--- config.mk ---
export PLATFORM = sky130hd
export DESIGN_NAME = arpc_emit
export DESIGN_NICKNAME = d
export VERILOG_FILES = /design/src/rtl/arp_cache_with_pending_requests_core_macros.svh /design/src/rtl/arpc_pkg.sv /design/src/rtl/arpc_emit.sv
export SDC_FILE = /design/constraint.sdc
export NUM_CORES = 1
export LEC_CHECK = 0
export ABC_AREA = 1
export BUFFER_PORTS_ARGS = -buffer_cell sky130_fd_sc_hd__buf_2
export CORE_ASPECT_RATIO = 0.8
export CORE_MARGIN = 4
export CORE_UTILIZATION = 45
export CTS_CLUSTER_DIAMETER = 80
export DETAILED_ROUTE_END_ITERATION = 10
export GPL_TIMING_DRIVEN = 0
export PLACE_DENSITY = 0.73
export RECOVER_POWER = 50
export SYNTH_ARGS = -nofsm -noshare
export SYNTH_HDL_FRONTEND = slang
export SYNTH_SLANG_ARGS = --single-unit
--- constraint.sdc ---
create_clock -name clk -period 6.5 [get_ports clk]
set_input_delay 0.325 -clock clk [delete_from_list [all_inputs] [get_ports clk]]
set_output_delay 0.325 -clock clk [all_outputs]
set_load 0.005 [all_outputs]
--- src/rtl/arp_cache_with_pending_requests_core_macros.svh ---
// Assertion macros for the ARP cache core.
`ifndef ARP_CACHE_WITH_PENDING_REQUESTS_CORE_MACROS_SVH
`define ARP_CACHE_WITH_PENDING_REQUESTS_CORE_MACROS_SVH
// Check a property on every clock edge outside reset.
`define ARPC_ASSERT(lbl, prop, msg) \
	lbl: assert property (@(posedge clk) disable iff (!arst_n) (prop)) else $error(msg);
// Check that a condition never holds outside reset.
`define ARPC_NEVER(lbl, cond, msg) \
	lbl: assert property (@(posedge clk) disable iff (!arst_n) !(cond)) else $error(msg);
`endif

--- src/rtl/arpc_pkg.sv ---
// Shared types, codes and defaults of the ARP cache core.
package arpc_pkg;

	localparam int CACHE_ENTRIES_DEF = 32;
	localparam int REQ_SLOTS_DEF = 8;
	localparam int PKT_SLOTS_DEF = 32;

	localparam logic [1:0] CMD_LOOKUP = 2'd0;
	localparam logic [1:0] CMD_INSERT = 2'd1;
	localparam logic [1:0] CMD_APPEND = 2'd2;
	localparam logic [1:0] CMD_TICK = 2'd3;

	localparam logic [2:0] KIND_HIT = 3'd0;
	localparam logic [2:0] KIND_MISS = 3'd1;
	localparam logic [2:0] KIND_SEND = 3'd2;
	localparam logic [2:0] KIND_FWD = 3'd3;
	localparam logic [2:0] KIND_UNREACH = 3'd4;
	localparam logic [2:0] KIND_DROP = 3'd5;

	localparam logic [1:0] REG_ENTRY_TIMEOUT = 2'd0;
	localparam logic [1:0] REG_RETRY_INTERVAL = 2'd1;
	localparam logic [1:0] REG_RETRY_LIMIT = 2'd2;

	localparam logic [15:0] ENTRY_TIMEOUT_RST = 16'd15;
	localparam logic [7:0] RETRY_INTERVAL_RST = 8'd1;
	localparam logic [3:0] RETRY_LIMIT_RST = 4'd4;

	typedef struct packed {
		logic [1:0] cmd;
		logic [31:0] ip_addr;
		logic [47:0] mac_addr;
		logic [3:0] iface_id;
		logic [15:0] pkt_handle;
		logic [10:0] pkt_len;
	} in_t;

	typedef struct packed {
		logic [2:0] kind;
		logic [47:0] mac_out;
		logic [31:0] ip_out;
		logic [3:0] iface_out;
		logic [15:0] handle_out;
		logic [10:0] len_out;
		logic last;
	} out_t;

	typedef struct packed {
		logic push;
		logic flush;
		out_t res;
	} emit_req_t;

	typedef struct packed {
		logic room;
		logic pend;
	} emit_sts_t;

endpackage

--- src/rtl/arpc_emit.sv ---
// Result stage: holds one result back to mark the final one, then drives the output register.
module arpc_emit (
	input logic clk,
	input logic arst_n,
	input arpc_pkg::emit_req_t req,
	output arpc_pkg::emit_sts_t sts,
	output logic out_valid,
	input logic out_stall,
	output arpc_pkg::out_t out_item
);

	logic ov_q;
	logic pv_q;
	arpc_pkg::out_t pend_q;
	arpc_pkg::out_t out_q;
	arpc_pkg::out_t mv;
	logic out_free;
	logic room;
	logic mv_en;

	assign out_free = !ov_q || !out_stall;
	assign room = !pv_q || out_free;
	assign sts.room = room;
	assign sts.pend = pv_q;
	assign out_valid = ov_q;
	assign out_item = out_q;

	// the held result is the last one only when it leaves on a flush
	always_comb begin
		mv = pend_q;
		mv.last = !req.push;
	end
	assign mv_en = room && pv_q && (req.push || req.flush);

	always_ff @(posedge clk or negedge arst_n) begin
		if (!arst_n) begin
			ov_q <= 1'b0;
			pv_q <= 1'b0;
		end else begin
			if (mv_en) begin
				ov_q <= 1'b1;
				out_q <= mv;
			end else if (out_free) begin
				ov_q <= 1'b0;
			end
			if (req.push && room) begin
				pend_q <= req.res;
				pv_q <= 1'b1;
			end else if (mv_en) begin
				pv_q <= 1'b0;
			end
		end
	end

endmodule

Word level (Yosys, flattened, before mapping)

Index checks and enable logic that the tools add are counted.

Flip-flop bits (word level): 231
Bits in latches: 0
RAM bits: 0
Memory bits (read-only): 0
Output and inout bits: 118
Logic and storage cells: 33
Memories: 0

Add/sub/neg operators: 0
$mul: 0
Divide/modulo/power cells: 0
$lt $le $gt $ge: 0
Equality and inequality tests: 0
Shifts and indexed selects: 0
Muxes and demuxes: 4
Bitwise logic cells: 0
Reduce and logical (&&, ||, !) cells: 14

Operators by type and width:

| kind              | count |
|---|---|
| $logic_not 1->1   | 4 |
| $mux 1            | 4 |
| $reduce_and 2->1  | 2 |
| $reduce_bool 2->1 | 2 |
| $logic_and 1x1->1 | 3 |
| $logic_or 1x1->1  | 3 |

Logic depth before layout (Yosys ltp)

Word-level depth: 7
Gate-level depth with buffers: 5
Gate-level depth less buffers: 5

Worst setup path after synthesis

OpenSTA, ideal clock, no wires.

Path kind: reg-to-reg
From: register ov_q, in the netlist out_valid
To: register out_q, in the netlist out_item[0], enable pin
Data arrival time: 4.960 ns
Setup slack: 0.972 ns
Stages on the path, launching flop included: 4
Path buffers: 0
Clock period less this slack: 5.528 ns
Cells stage by stage: dfrtp_1 -> nand2_2 -> inv_2 -> nor3_2

Word-level cells in the longest chain between the ends: 6

Ends and longest elaborated chain:

| what                              | RTL line        | source |
|---|---|---|
| start: declaration                | arpc_emit.sv:12 | `logic ov_q;` |
| start signal: assignment          | arpc_emit.sv:37 | `ov_q <= 1'b0;` |
| start signal: assignment          | arpc_emit.sv:41 | `ov_q <= 1'b1;` |
| start signal: assignment          | arpc_emit.sv:44 | `ov_q <= 1'b0;` |
| $logic_not 1->1                   | arpc_emit.sv:21 | `assign out_free = !ov_q \|\| !out_stall;` |
| $logic_or 1x1->1                  | arpc_emit.sv:21 |  |
| $logic_or 1x1->1                  | arpc_emit.sv:22 | `assign room = !pv_q \|\| out_free;` |
| $logic_and 1x1->1 (2 in series)   | arpc_emit.sv:33 | `assign mv_en = room && pv_q && (req.push \|\| req.flush);` |
| $reduce_and 2->1 (no source line) | -               |  |
| end signal: assignment            | arpc_emit.sv:42 | `out_q <= mv;` |
| end: declaration                  | arpc_emit.sv:15 | `arpc_pkg::out_t out_q;` |

Every way passes these cells.
A chain may end at the register's enable or synchronous reset.

Worst setup path in the final report

From: input port arst_n
To: register out_q, in the netlist out_item[68], enable pin

Word-level cells in the longest chain between the ends: 1

Ends and longest elaborated chain:

| what                              | RTL line       | source |
|---|---|---|
| start: declaration                | arpc_emit.sv:4 | `input logic arst_n,` |
| $reduce_and 2->1 (no source line) | -              |  |

Every way passes these cells.

==> results.toml <==
[cells_and_area]
diodes = 0
nNetsFinal = 704
final_layout_size_suffix_gt1_share_pct = 39.1
fill_cells = 1042
area_growth_pct = 41.4
fin_util_pct = 65.5
final_common_cell = "edfxtp_1"
final_cell_mix = "edfxtp_1, buf_2, dlygate4sd3_1"
fin_area_sq_mm = 0.00991

[placement]
placement.io_buffers = 236
dp_hpwl_mm = 8.87
gp_congestion = 0.746
place_area_sq_mm = 0.00861

[synth]
synthCells = 246
synth_top_cell_area_share_pct = 98.2
synth_mux_area_share_pct = 0
synth-seq-area-share_pct = 98.9
syn_area_per_cell_sq_um = 28.5
synth_top_family_by_area = "simple AND/OR/NAND/NOR gates"
synth_cell_type_count = 11
yosysTopAreaCell = "edfxtp_1"
synthSimpleGateAreaFrac_pct = 0.554
ys_warn_count = 0
yosys-top-cells-area = "edfxtp_1, dfrtp_1, buf_4"
synthAdderAreaFrac_pct = 0
synth_area_sq_mm = 0.00701
ys_ff_latch = 231
synth_compound_area_share_pct = 0.143
synth-xor-area-share_pct = 0
synthesis.nets = 366

[clocking]
cts_resized = 0
cts_buffers = 22
cts_root_buf = "clkbuf_16"
clockBufferDepth = 3
h-tree-depth = 1
cts.sinks = 231
worstSkewPairLatency_ns = 0.48
clk_pin_slew_ns = 0.06
cts_tree = "built"

[flow_run]
drv_cap = 0

[routing]
wl_per_cell_um = 16.9
dr_total_vias = 3594
dr.first_iter.drc_count = 174
vias_per_cell = 4.45
drc = 0
wl_mm = 13.7
drtPass1Iterations = 4
ant_nets = 0

[pwr]
p_leak_nw = 3.69
power_density_mw_per_mm2 = 307
ir_worst_vdd_uv = 228

[global_routing]
grt_pass1_vias = 3841
grt_use_total_pct = 15.3
antenna_found_initial = 0
grt_max_degree = 64
grt_pass1_wl_mm = 21.3
grt_overflow_total = 0

[worst_setup_path]
crit_type = "in2reg"
crit_path_start_kind = "input port"
cp-end-kind = "flop"
crit_arrival_ns = 2.36
ff2ff_setup_slack_ns = 4.39
crit_fanout = 23
cp.required_ns = 6.68

[die]
core_area_sq_mm = 0.0151
placementRows = 40
initial_core_util_pct = 46.3
die_h_um = 120
die_width_um = 147
ios = 238
dieArea_sq_mm = 0.0176

[sta]
finalSetupViolations = 0
slew_viol_final = 0
min_period_ns = 2.18
finalClockSkew_ns = 0.0145
fmax_mhz = 458
tightest_slew_ns = 0.681
rsz0062_at_grt = "no"
hold_violations = 0
final.setup.tns_ns = 0
slew_headroom_pct = 54.6
fin_crit_sh_pct = 33.6

[status]
outcome = "finished clean"

[min_path]
hp-class = "in2reg"
## per-layer routing
| metal | up-vias | global-route usage [%] | wire length (um) |
|---|---|---|---|
| met4 | 0 | 3.90 | 354 |
| met3 | 29 | 5.25 | 1300 |
| met5 | - | 0 | 0 |
| li1 | 1667 | - | - |
| met2 | 175 | 24.7 | 6420 |
| met1 | 1723 | 20.3 | 5590 |
## synth_stat cells
master and count:
nand2_2 2, nand2_1 2, buf_4 2, inv_2 1, nand3_1 1, nor2_1 1
edfxtp_1 229, nor3_2 1, inv_1 3, dfrtp_1 2, o21ai_1 2
## worst paths after layout
kind                          from            to  depth (start not counted)
max                         arst_n  out_item[68]                          7
min                        req[32]        mv[32]                          1
max reg2reg                   pv_q  out_item[68]                          5
min reg2reg                 mv[73]  out_item[73]                          0
max in group asynchronous   arst_n          pv_q                          2
min in group asynchronous   arst_n     out_valid                          2
## final cells by class
class,instances,area (sq um),share of cell area [%]
Sequential cell,231,6930,69.9
Timing Repair Buffer,314,1990,20.1
Clock buffer,32,609,6.15
Tap cell,210,263,2.65
Multi-Input combinational cell,9,52.6,0.531
Clock inverter,6,27.5,0.278
Inverter,4,17.5,0.177
Buffer,2,15.0,0.152
## where the power goes
part	leakage, nW	total, mW	switching [mW]	internal (mW)
Sequential	2.15	1.74	0.0170	1.72
Clock	0.313	1.13	0.486	0.648
Combinational	1.23	0.167	0.0807	0.0865
Total	3.69	3.04	0.584	2.46
## worst max-delay path, cell delays in order
cell and delay [ns]:
dlygate4sd3_1 0.53, clkbuf_1 0.18, inv_1 0.10, nor3_4 0.59, buf_8 0.25, buf_16 0.18, buf_16 0.18
## logic make-up (layout without fill, tap and decap cells)
group                  after synthesis  after routing
buffers and inverters                6            358
AOI/OAI and AO/OA                    2              2
and+or+nand+nor                      7              7
DFF                                231            231
## through the flow
stage	hold WS [ns]	instances	worst slack [ns]	total power, mW
2_1_floorplan	0.0294	246	0.972	1.81
5_1_grt	0.000671	808	4.20	3.17
4_1_cts	0.000225	799	4.40	3.08
3_5_place_dp	0.125	699	4.41	1.91
6_report	0.0228	808	4.32	3.04
3_3_place_gp	0.121	692	-0.840	1.90
## sequential cells by signal, indices dropped and copies added (netlist names)
signal	count
mv	114
out_item	115
pv_q	1
out_valid	1
## timing repair
| action | 4_1_cts | 5_1_grt |
|---|---|---|
| endpoints found under the hold margin | 63 | 9 |
| hold buffers | 62 | 9 |
| setup buffers | 0 | 0 |
Power figures use the tool's default switching activity.
